### src/sv/fbpm_pkg.sv
// fbpm_pkg: types, command/status structs and coefficient tables for the
// four-band FIR peak meter. No dependencies; imported by every module.

package fbpm_pkg;

   // Tap index carried between controller and datapath (taps up to 31).
   localparam int TAP_IDX_W = 5;
   // Accumulator: 16x16 products summed over at most 31 taps.
   localparam int ACC_W = 38;

   localparam logic [1:0] BAND_LOW      = 2'd0;
   localparam logic [1:0] BAND_HIGH     = 2'd1;
   localparam logic [1:0] BAND_ONE      = 2'd2;
   localparam logic [1:0] BAND_TWO      = 2'd3;

   localparam logic [1:0] CSR_ADC_OFFSET = 2'd0;
   localparam logic [1:0] CSR_LEVEL_ONE  = 2'd1;
   localparam logic [1:0] CSR_LEVEL_TWO  = 2'd2;
   localparam logic [1:0] CSR_LEVEL_THREE = 2'd3;

   localparam logic [9:0]         ADC_OFFSET_RST = 10'd310;
   localparam logic signed [15:0] LEVEL_ONE_RST  = 16'sd1024;
   localparam logic signed [15:0] LEVEL_TWO_RST  = 16'sd2048;
   localparam logic signed [15:0] LEVEL_THREE_RST = 16'sd3072;

   // ceil(2^21 / 10): exact quotient by ten for dividends below 2^18
   localparam logic [17:0] RECIP_TEN = 18'd209716;

   localparam logic signed [15:0] COEF_LOW [0:6] = '{
      16'sd442, 16'sd2571, 16'sd7893, 16'sd10957, 16'sd7893, 16'sd2571, 16'sd442};
   localparam logic signed [15:0] COEF_HIGH [0:6] = '{
      -16'sd262, 16'sd1522, -16'sd4672, 16'sd6824, -16'sd4672, 16'sd1522,
      -16'sd262};
   localparam logic signed [15:0] COEF_BAND_ONE [0:12] = '{
      16'sd2, 16'sd23, 16'sd25, -16'sd754, -16'sd3680, 16'sd258, 16'sd8253,
      16'sd258, -16'sd3680, -16'sd754, 16'sd25, 16'sd23, 16'sd2};
   localparam logic signed [15:0] COEF_BAND_TWO [0:12] = '{
      16'sd2, -16'sd6, -16'sd58, 16'sd757, -16'sd1351, -16'sd3823, 16'sd8959,
      -16'sd3823, -16'sd1351, 16'sd757, -16'sd58, -16'sd6, 16'sd2};

   typedef struct packed {
      logic [9:0] sample;
      logic       display_tick;
   } fbpm_req_type;

   typedef struct packed {
      logic signed [15:0] peak_low;
      logic signed [15:0] peak_high;
      logic signed [15:0] peak_band_one;
      logic signed [15:0] peak_band_two;
      logic [1:0]         level_low;
      logic [1:0]         level_high;
      logic [1:0]         level_band_one;
      logic [1:0]         level_band_two;
   } fbpm_rsp_type;

   typedef struct packed {
      logic                 capture;    // latch the accepted beat
      logic                 load_volt;  // offset, scale, register magnitude
      logic                 acc_clear;
      logic                 mul_en;     // coef * history tap into product reg
      logic                 acc_add;    // accumulate product reg
      logic                 peak_upd;   // round, saturate, update band peak
      logic                 shift;      // push new voltage into history
      logic                 report;     // load result register, clear peaks
      logic [1:0]           band;
      logic [TAP_IDX_W-1:0] tap;
   } fbpm_cmd_type;

   typedef struct packed {
      logic tick;      // captured beat asks for a report
      logic out_busy;  // result register full and stalled
   } fbpm_status_type;

   // Coefficient of a band at a tap; taps past the table are zero.
   function automatic logic signed [15:0] coef_lookup(
      input logic [1:0]           band,
      input logic [TAP_IDX_W-1:0] tap
   );
      logic signed [15:0] c;
      c = '0;
      case (band)
         BAND_LOW: begin
            if (tap < 5'd7) c = COEF_LOW[tap[2:0]];
         end
         BAND_HIGH: begin
            if (tap < 5'd7) c = COEF_HIGH[tap[2:0]];
         end
         BAND_ONE: begin
            if (tap < 5'd13) c = COEF_BAND_ONE[tap[3:0]];
         end
         BAND_TWO: begin
            if (tap < 5'd13) c = COEF_BAND_TWO[tap[3:0]];
         end
         default: begin
            c = '0;
         end
      endcase
      return c;
   endfunction

endpackage

### src/sv/four_band_fir_peak_meter_unit.sv
// four_band_fir_peak_meter_unit: top level of the four-band FIR peak meter.
// Instantiates fbpm_ctrl and fbpm_datapath; depends on fbpm_pkg.
//
// Usage:
//   req channel: one beat per converter sample (10-bit raw reading plus a
//   display tick). req_stall is high while an item is being worked on.
//   rsp channel: one beat only for an item whose display tick is set; it
//   carries the four band peaks (Q3.12) and a 0..3 bar level per band.
//   csr port: single-cycle writes, index 0 ADC offset, 1..3 level thresholds.
//   Write only while the block is idle.
// Sequence per item: a capture step, a scaling step, then for each band its
//   taps (SHORT_TAPS for two bands, LONG_TAPS for the other two) plus a drain
//   and a finish step on the single shared multiply-accumulate unit, and on a
//   tick a report step, which waits while the result register is full and
//   stalled, before req_stall drops again.
// Reset: history and peaks clear to zero, registers take their reset values,
//   the result register empties.
// Stall: the result sits in an output register; the next item is still taken
//   and worked on, and only its own report waits while rsp_stall is high.

module four_band_fir_peak_meter_unit #(
   parameter int LONG_TAPS  = 13,
   parameter int SHORT_TAPS = 7
) (
   input  logic                   clock,
   input  logic                   reset,
   input  logic                   req_valid,
   output logic                   req_stall,
   input  fbpm_pkg::fbpm_req_type req_data,
   output logic                   rsp_valid,
   input  logic                   rsp_stall,
   output fbpm_pkg::fbpm_rsp_type rsp_data,
   input  logic                   csr_write_en,
   input  logic [1:0]             csr_index,
   input  logic [15:0]            csr_write_data
);
   import fbpm_pkg::*;

   fbpm_cmd_type    cmd;     // sequencer -> datapath
   fbpm_status_type status;  // datapath -> sequencer

   fbpm_ctrl #(
      .LONG_TAPS  (LONG_TAPS),
      .SHORT_TAPS (SHORT_TAPS)
   ) u_ctrl (
      .clock     (clock),
      .reset     (reset),
      .req_valid (req_valid),
      .req_stall (req_stall),
      .status    (status),
      .cmd       (cmd)
   );

   fbpm_datapath #(
      .LONG_TAPS (LONG_TAPS)
   ) u_datapath (
      .clock          (clock),
      .reset          (reset),
      .cmd            (cmd),
      .status         (status),
      .req_data       (req_data),
      .rsp_valid      (rsp_valid),
      .rsp_stall      (rsp_stall),
      .rsp_data       (rsp_data),
      .csr_write_en   (csr_write_en),
      .csr_index      (csr_index),
      .csr_write_data (csr_write_data)
   );

endmodule

### src/sv/fbpm_ctrl.sv
// fbpm_ctrl: sequencer for the peak meter; walks bands and taps, issues
// datapath commands. Depends on fbpm_pkg.

module fbpm_ctrl #(
   parameter int LONG_TAPS  = 13,
   parameter int SHORT_TAPS = 7
) (
   input  logic                     clock,
   input  logic                     reset,
   input  logic                     req_valid,
   output logic                     req_stall,
   input  fbpm_pkg::fbpm_status_type status,
   output fbpm_pkg::fbpm_cmd_type    cmd
);
   import fbpm_pkg::*;

   localparam int MAX_TAPS = (LONG_TAPS > SHORT_TAPS) ? LONG_TAPS : SHORT_TAPS;
   localparam int CNT_W = $clog2(MAX_TAPS);
   localparam logic [CNT_W-1:0] LONG_LAST  = CNT_W'(LONG_TAPS - 1);
   localparam logic [CNT_W-1:0] SHORT_LAST = CNT_W'(SHORT_TAPS - 1);

   localparam logic [2:0] S_IDLE   = 3'd0;
   localparam logic [2:0] S_VOLT   = 3'd1;
   localparam logic [2:0] S_MAC    = 3'd2;
   localparam logic [2:0] S_DRAIN  = 3'd3;
   localparam logic [2:0] S_FINISH = 3'd4;
   localparam logic [2:0] S_REPORT = 3'd5;

   logic [2:0]       state_ff, state_in;
   logic [1:0]       band_ff, band_in;
   logic [CNT_W-1:0] tap_ff, tap_in;
   logic [CNT_W-1:0] tap_last;

   assign tap_last  = band_ff[1] ? LONG_LAST : SHORT_LAST;
   assign req_stall = (state_ff != S_IDLE);

   always_comb begin
      state_in = state_ff;
      band_in  = band_ff;
      tap_in   = tap_ff;
      cmd      = '0;
      cmd.band = band_ff;
      cmd.tap  = TAP_IDX_W'(tap_ff);
      case (state_ff)
         S_IDLE: begin
            if (req_valid) begin
               cmd.capture = 1'b1;
               state_in    = S_VOLT;
            end
         end
         S_VOLT: begin
            cmd.load_volt = 1'b1;
            cmd.acc_clear = 1'b1;
            band_in  = BAND_LOW;
            tap_in   = '0;
            state_in = S_MAC;
         end
         S_MAC: begin
            cmd.mul_en  = 1'b1;
            cmd.acc_add = (tap_ff != '0);
            if (tap_ff == tap_last) begin
               state_in = S_DRAIN;
            end else begin
               tap_in = tap_ff + 1'b1;
            end
         end
         S_DRAIN: begin
            cmd.acc_add = 1'b1;
            state_in    = S_FINISH;
         end
         S_FINISH: begin
            cmd.peak_upd  = 1'b1;
            cmd.acc_clear = 1'b1;
            tap_in        = '0;
            if (band_ff == BAND_TWO) begin
               cmd.shift = 1'b1;
               state_in  = status.tick ? S_REPORT : S_IDLE;
            end else begin
               band_in  = band_ff + 1'b1;
               state_in = S_MAC;
            end
         end
         S_REPORT: begin
            if (!status.out_busy) begin
               cmd.report = 1'b1;
               state_in   = S_IDLE;
            end
         end
         default: begin
            state_in = S_IDLE;
         end
      endcase
   end

   always_ff @(posedge clock) begin
      if (reset) begin
         state_ff <= S_IDLE;
         band_ff  <= '0;
         tap_ff   <= '0;
      end else begin
         state_ff <= state_in;
         band_ff  <= band_in;
         tap_ff   <= tap_in;
      end
   end

   a_report_needs_tick: assert property (@(posedge clock) disable iff (reset)
      cmd.report |-> status.tick)
      else $error("report issued without display tick");

   a_tap_in_range: assert property (@(posedge clock) disable iff (reset)
      (state_ff == S_MAC) |-> (tap_ff <= tap_last))
      else $error("tap counter past last tap");

   a_last_band_ends: assert property (@(posedge clock) disable iff (reset)
      (state_ff == S_FINISH && band_ff == BAND_TWO) |=>
      (state_ff == S_REPORT || state_ff == S_IDLE))
      else $error("sequence did not end after last band");

   a_shift_once: assert property (@(posedge clock) disable iff (reset)
      cmd.shift |-> (state_ff == S_FINISH && band_ff == BAND_TWO))
      else $error("history shifted outside last band finish");

endmodule

### src/sv/fbpm_datapath.sv
// fbpm_datapath: config registers, voltage scaling, sample history, shared
// MAC, band peaks and result register. Depends on fbpm_pkg.

module fbpm_datapath #(
   parameter int LONG_TAPS = 13
) (
   input  logic                      clock,
   input  logic                      reset,
   input  fbpm_pkg::fbpm_cmd_type    cmd,
   output fbpm_pkg::fbpm_status_type status,
   input  fbpm_pkg::fbpm_req_type    req_data,
   output logic                      rsp_valid,
   input  logic                      rsp_stall,
   output fbpm_pkg::fbpm_rsp_type    rsp_data,
   input  logic                      csr_write_en,
   input  logic [1:0]                csr_index,
   input  logic [15:0]               csr_write_data
);
   import fbpm_pkg::*;

   localparam int HIST_W = $clog2(LONG_TAPS);
   localparam logic signed [ACC_W-1:0] SAT_HI = ACC_W'(32767);
   localparam logic signed [ACC_W-1:0] SAT_LO = -ACC_W'(32768);
   localparam logic signed [ACC_W-1:0] HALF_LSB = ACC_W'(16384);

   // configuration
   logic [9:0]         adc_offset_ff;
   logic signed [15:0] lvl_one_ff, lvl_two_ff, lvl_three_ff;

   // captured beat and voltage scaling
   logic [9:0]         sample_ff;
   logic               tick_ff;
   logic [17:0]        mag_ff, mag_in;
   logic               neg_ff, neg_in;
   logic signed [10:0] diff;
   logic signed [18:0] scaled;
   logic [35:0]        quot_prod;
   logic signed [15:0] volts;

   // history, MAC, peaks
   logic signed [15:0]      hist_ff [LONG_TAPS];
   logic signed [15:0]      hist_rd;
   logic signed [15:0]      coef;
   logic signed [31:0]      prod_ff, prod_in;
   logic signed [ACC_W-1:0] acc_ff, acc_in;
   logic signed [ACC_W-1:0] rounded, quo;
   logic signed [15:0]      filt;
   logic signed [15:0]      peak_ff [4];

   logic         out_valid_ff, out_valid_in;
   fbpm_rsp_type out_ff, out_in;

   function automatic logic [1:0] bar_level(input logic signed [15:0] pk,
                                            input logic signed [15:0] t1,
                                            input logic signed [15:0] t2,
                                            input logic signed [15:0] t3);
      logic [1:0] lv;
      if (pk > t3)      lv = 2'd3;
      else if (pk > t2) lv = 2'd2;
      else if (pk > t1) lv = 2'd1;
      else              lv = 2'd0;
      return lv;
   endfunction

   // v = round((sample - offset) * 13.2), magnitude via reciprocal of ten
   always_comb begin
      diff      = $signed({1'b0, sample_ff}) - $signed({1'b0, adc_offset_ff});
      scaled    = 19'(diff) * 19'sd132;
      neg_in    = scaled[18];
      mag_in    = (scaled[18] ? 18'(-scaled) : 18'(scaled)) + 18'd5;
      quot_prod = 36'(mag_ff) * 36'(RECIP_TEN);
      volts     = neg_ff ? -$signed({1'b0, quot_prod[35:21]})
                         :  $signed({1'b0, quot_prod[35:21]});
   end

   // MAC path
   always_comb begin
      coef    = coef_lookup(cmd.band, cmd.tap);
      hist_rd = (int'(cmd.tap) < LONG_TAPS) ? hist_ff[cmd.tap[HIST_W-1:0]] : '0;
      prod_in = coef * hist_rd;
      acc_in  = acc_ff;
      if (cmd.acc_clear)    acc_in = '0;
      else if (cmd.acc_add) acc_in = acc_ff + ACC_W'(prod_ff);
      rounded = acc_ff + HALF_LSB;
      quo     = rounded >>> 15;
      if (quo > SAT_HI)      filt = 16'sh7fff;
      else if (quo < SAT_LO) filt = -16'sh8000;
      else                   filt = quo[15:0];
   end

   // result register
   always_comb begin
      out_in                = out_ff;
      out_in.peak_low       = peak_ff[BAND_LOW];
      out_in.peak_high      = peak_ff[BAND_HIGH];
      out_in.peak_band_one  = peak_ff[BAND_ONE];
      out_in.peak_band_two  = peak_ff[BAND_TWO];
      out_in.level_low      = bar_level(peak_ff[BAND_LOW], lvl_one_ff, lvl_two_ff,
                                        lvl_three_ff);
      out_in.level_high     = bar_level(peak_ff[BAND_HIGH], lvl_one_ff, lvl_two_ff,
                                        lvl_three_ff);
      out_in.level_band_one = bar_level(peak_ff[BAND_ONE], lvl_one_ff, lvl_two_ff,
                                        lvl_three_ff);
      out_in.level_band_two = bar_level(peak_ff[BAND_TWO], lvl_one_ff, lvl_two_ff,
                                        lvl_three_ff);
      if (cmd.report)                    out_valid_in = 1'b1;
      else if (out_valid_ff && !rsp_stall) out_valid_in = 1'b0;
      else                               out_valid_in = out_valid_ff;
   end

   always_ff @(posedge clock) begin
      if (reset) begin
         adc_offset_ff <= ADC_OFFSET_RST;
         lvl_one_ff    <= LEVEL_ONE_RST;
         lvl_two_ff    <= LEVEL_TWO_RST;
         lvl_three_ff  <= LEVEL_THREE_RST;
      end else if (csr_write_en) begin
         case (csr_index)
            CSR_ADC_OFFSET:  adc_offset_ff <= csr_write_data[9:0];
            CSR_LEVEL_ONE:   lvl_one_ff    <= csr_write_data;
            CSR_LEVEL_TWO:   lvl_two_ff    <= csr_write_data;
            CSR_LEVEL_THREE: lvl_three_ff  <= csr_write_data;
            default: begin
            end
         endcase
      end
   end

   always_ff @(posedge clock) begin
      if (cmd.capture) begin
         sample_ff <= req_data.sample;
         tick_ff   <= req_data.display_tick;
      end
      if (cmd.load_volt) begin
         mag_ff <= mag_in;
         neg_ff <= neg_in;
      end
      if (cmd.mul_en) prod_ff <= prod_in;
      acc_ff <= acc_in;
      if (cmd.report) out_ff <= out_in;
   end

   // history and peaks reset to zero
   always_ff @(posedge clock) begin
      if (reset) begin
         for (int i = 0; i < LONG_TAPS; i++) hist_ff[i] <= '0;
         for (int b = 0; b < 4; b++) peak_ff[b] <= '0;
         out_valid_ff <= 1'b0;
      end else begin
         out_valid_ff <= out_valid_in;
         if (cmd.shift) begin
            hist_ff[0] <= volts;
            for (int i = 1; i < LONG_TAPS; i++) hist_ff[i] <= hist_ff[i-1];
         end
         if (cmd.peak_upd && filt > peak_ff[cmd.band]) peak_ff[cmd.band] <= filt;
         if (cmd.report) begin
            for (int b = 0; b < 4; b++) peak_ff[b] <= '0;
         end
      end
   end

   assign status.tick     = tick_ff;
   assign status.out_busy = out_valid_ff && rsp_stall;
   assign rsp_valid       = out_valid_ff;
   assign rsp_data        = out_ff;

endmodule
### config.mk
export PLATFORM = sky130hd
export DESIGN_NAME = four_band_fir_peak_meter_unit
export DESIGN_NICKNAME = d
export VERILOG_FILES = /design/src/sv/fbpm_pkg.sv /design/src/sv/four_band_fir_peak_meter_unit.sv /design/src/sv/fbpm_ctrl.sv /design/src/sv/fbpm_datapath.sv
export SDC_FILE = /design/constraint.sdc
export NUM_CORES = 2
export LEC_CHECK = 0
export ABC_AREA = 1
export BUFFER_PORTS_ARGS = -buffer_cell sky130_fd_sc_hd__buf_2
export CAP_MARGIN = 40
export CELL_PAD_IN_SITES_DETAIL_PLACEMENT = 1
export CELL_PAD_IN_SITES_GLOBAL_PLACEMENT = 1
export CORE_UTILIZATION = 45
export DETAILED_ROUTE_END_ITERATION = 10
export PLACE_DENSITY_LB_ADDON = 0.05
export SLEW_MARGIN = 30
export SYNTH_ARGS = -nofsm -noshare
export SYNTH_HDL_FRONTEND = slang
export SYNTH_SLANG_ARGS = --single-unit
### constraint.sdc
create_clock -name clock -period 7.4 [get_ports clock]
set_input_delay 0.74 -clock clock [delete_from_list [all_inputs] [get_ports clock]]
set_output_delay 0.74 -clock clock [all_outputs]
set_load 0.02 [all_outputs]
==> flow_summary.ini <==
[yosys]
synth_top_family_by_area = adder cells
synth_compound_area_share_pct = 11.50
syn_area_sq_um = 46290
synth.most_common_cell = inv_1
synth_nets = 6429
synth-xor-area-share_pct = 1.965
ys.warnings.count = 0
synthTopCellsByCount = inv_1, nand2_1, nor2_1, ha_1, a21oi_1
yosys.area_share.simple_pct = 16.67
synth_area_leaders = edfxtp_1, fa_1, ha_1
synth_top_area_share_pct = 26.21
netlist_instances = 5546
ys_ff_latch = 516
syn_area_per_cell_sq_um = 8.346
ys_seq_area_share_pct = 31.05
ys_types = 63
synth-edff-count = 404
async_flop_share_pct = 0
synth_top_cell_by_area = edfxtp_1
synthMuxAreaShare_pct = 0
ys.flop_type = edfxtp_1
synth-adder-area-share_pct = 28.48

[routing]
drt_iter0_markers = 1917
drt_first_pass_iters = 5
avgViaCountPerCell = 5.331
wirelength_um = 143300
avgRoutedWirePerCell_um = 20.01
drc = 0
via_count = 38193
ant_nets = 0

[global_routing]
antenna_found_initial = 2
grt_pass1_wl_um = 225600
grt_pass1_vias = 40257
grt-ovfl-total = 0
grt_max_degree = 189
grtUsageTotal_pct = 27.92

[critical_path]
worst_ep_required_time_ns = 7.77
crit_type = reg -> reg
critical_path.max_fanout = 6
reg2reg_to = u_datapath.prod_ff[26]$_DFFE_PN_
rr_worst_depth = 27
timing.rr.start = u_ctrl.band_ff[1]$_SDFFE_PP0P_
rrSetupSlack_ns = 0.35
end_kind = flip-flop
arrival_ns = 7.42
slowest_stage = fa_1
start_kind = flip-flop
max_stage_delay_ns = 0.55
startpoint = u_ctrl.band_ff[1]$_SDFFE_PP0P_
cp_common_cell = inv_1

[cts]
clk_pin_slew_ns = 0.06
ctsHoldBuffers = 0
htree_levels = 3
clock_latency_ns = 0.66
root_buffer = clkbuf_16
cts_buffer_depth = 3
numCtsBuffers = 66
clock_sinks = 516
cts_tree = done

[sta]
maxSlewViolCount = 0
fin_crit_sh_pct = 95.29
tightest_slew_ns = 0.8464
finalSetupViolations = 0
fin_crit_ns = 7.051
setup_tns_ns = 0
slew_headroom_pct = 42.98
rsz0062_at_grt = yes
finalHoldViolations = 0
skew_ns = 0.05858
fmax_mhz = 141.8
setup_ws_ns = 0.3487

[floorplan]
die_area_sq_um = 104200
ios = 108
start_util_pct = 45.43
die_w_um = 322.7
core_sq_um = 101900
rows = 117
die_y_um = 322.7

[worst_hold_path]
holdPathEnd = u_datapath.sample_ff[4]$_DFFE_PP_
min_path_type = in -> reg
whs_path_depth = 1
hp-start = req_data[5]

[final_layout]
area_growth_pct = 11.86
final_layout_size_suffix_gt1_share_pct = 8.316
final_core_util_pct = 50.82
diodes = 0
final_nets = 6625

[placement]
post-place-ws_ns = -0.06198
gp_congestion = 0.9078
dp_hpwl_um = 114200
io_buffers = 107

[outcome]
run_status = finished clean

[flow_run]
drv_cap = 0
[stage by stage]
stage | area (sq um) | instances | hold slack, ns
floorplan | 46290 | 5546 | 0.4264
global placement | 49090 | 7015 | 0.4501
detailed placement | 49210 | 7023 | 0.4640
CTS | 51450 | 7145 | 0.2183
global route | 51780 | 7164 | 0.2370
finish | 51780 | 7164 | 0.2573
[layout make-up]
cell class	count	area, sq um
timing repair buffer	276	1964
clock buffer	87	1834
multi-input combinational	3773	27300
clock inverter	35	397.9
fill	12309	50110
sequential	516	14380
inverter	1108	4179
timing repair inverter	1	7.507
tap	1368	1712
[worst max-delay path: cells and delay by family (launching register included)]
family	cells	cell delay (ns)
fa+ha+maj	8	3.78
compound gates	7	1.22
buf+inv	9	0.97
xor+xnor	1	0.13
simple gates	2	0.29
flops	1	0.35
[timing repair]
action / CTS / global route
endpoints found under the setup margin: 2 / 14
setup buffers: 0 / 16
pin swaps: 0 / 4
gates cloned: 0 / 1
resized for setup: 1 / 58
[layout by cell type, fill, tap and decap left out, drive strengths merged, types with 9 or more instances in the layout]
cell type | netlist | routed
a21o | 15 | 15
a21oi | 480 | 480
a31oi | 21 | 21
a32o | 16 | 16
buf | 48 | 275
clkbuf | 101 | 88
clkinv | 7 | 25
clkinvlp | 0 | 10
dfxtp | 112 | 112
edfxtp | 404 | 404
fa | 341 | 341
ha | 508 | 508
inv | 1101 | 1104
nand2 | 859 | 859
nand3 | 208 | 208
nand3b | 15 | 15
nand4 | 54 | 54
nor2 | 649 | 649
nor3 | 50 | 50
nor4 | 15 | 15
o211ai | 18 | 18
o21a | 16 | 16
o21ai | 314 | 314
o21bai | 26 | 26
o221ai | 9 | 9
xnor2 | 37 | 37
xor2 | 66 | 66
[kinds of logic after synthesis]
family / after synthesis
AOI/OAI and AO/OA: 963
xor gates and xnor gates: 103
adders and majority gates: 849
buffers and inverters: 1257
DFF: 516
and+or+nand+nor: 1858
[layer usage]
layer	up-vias	wire length, um	global-route usage (%)
met5	-	0	0
met4	0	4471	8.689
met3	222	4546	2.367
met2	631	70170	48.85
met1	18969	64130	36.49
li1	18371	-	-
[registers in the layout, summed over array words and instances (netlist names), named ones only]
name,count
u_datapath.hist_ff,208
u_datapath.rsp_data,72
u_datapath.peak_ff,64
u_datapath.acc_ff,38
u_datapath.prod_ff,32
u_datapath.lvl_one_ff,16
u_datapath.lvl_three_ff,16
u_datapath.lvl_two_ff,16
u_datapath.mag_ff,16
u_datapath.adc_offset_ff,10
u_datapath.sample_ff,10
u_ctrl.tap_ff,4
u_ctrl.state_ff,3
u_ctrl.band_ff,2
u_datapath.neg_ff,1
u_datapath.rsp_valid,1
u_datapath.tick_ff,1
[how the worst max path moves through the flow]
stage,depth (start not counted),end
global placement,28,u_datapath.prod_ff[28]$_DFFE_PN_
global route,30,u_datapath.prod_ff[29]$_DFFE_PN_
CTS,26,u_datapath.prod_ff[28]$_DFFE_PN_
detailed placement,27,u_datapath.prod_ff[30]$_DFFE_PN_
finish,27,u_datapath.prod_ff[26]$_DFFE_PN_
floorplan,30,u_datapath.prod_ff[28]$_DFFE_PN_
Power is not shown: default switching activity piles up to over one toggle a cycle in this logic, so the estimate is an artifact.
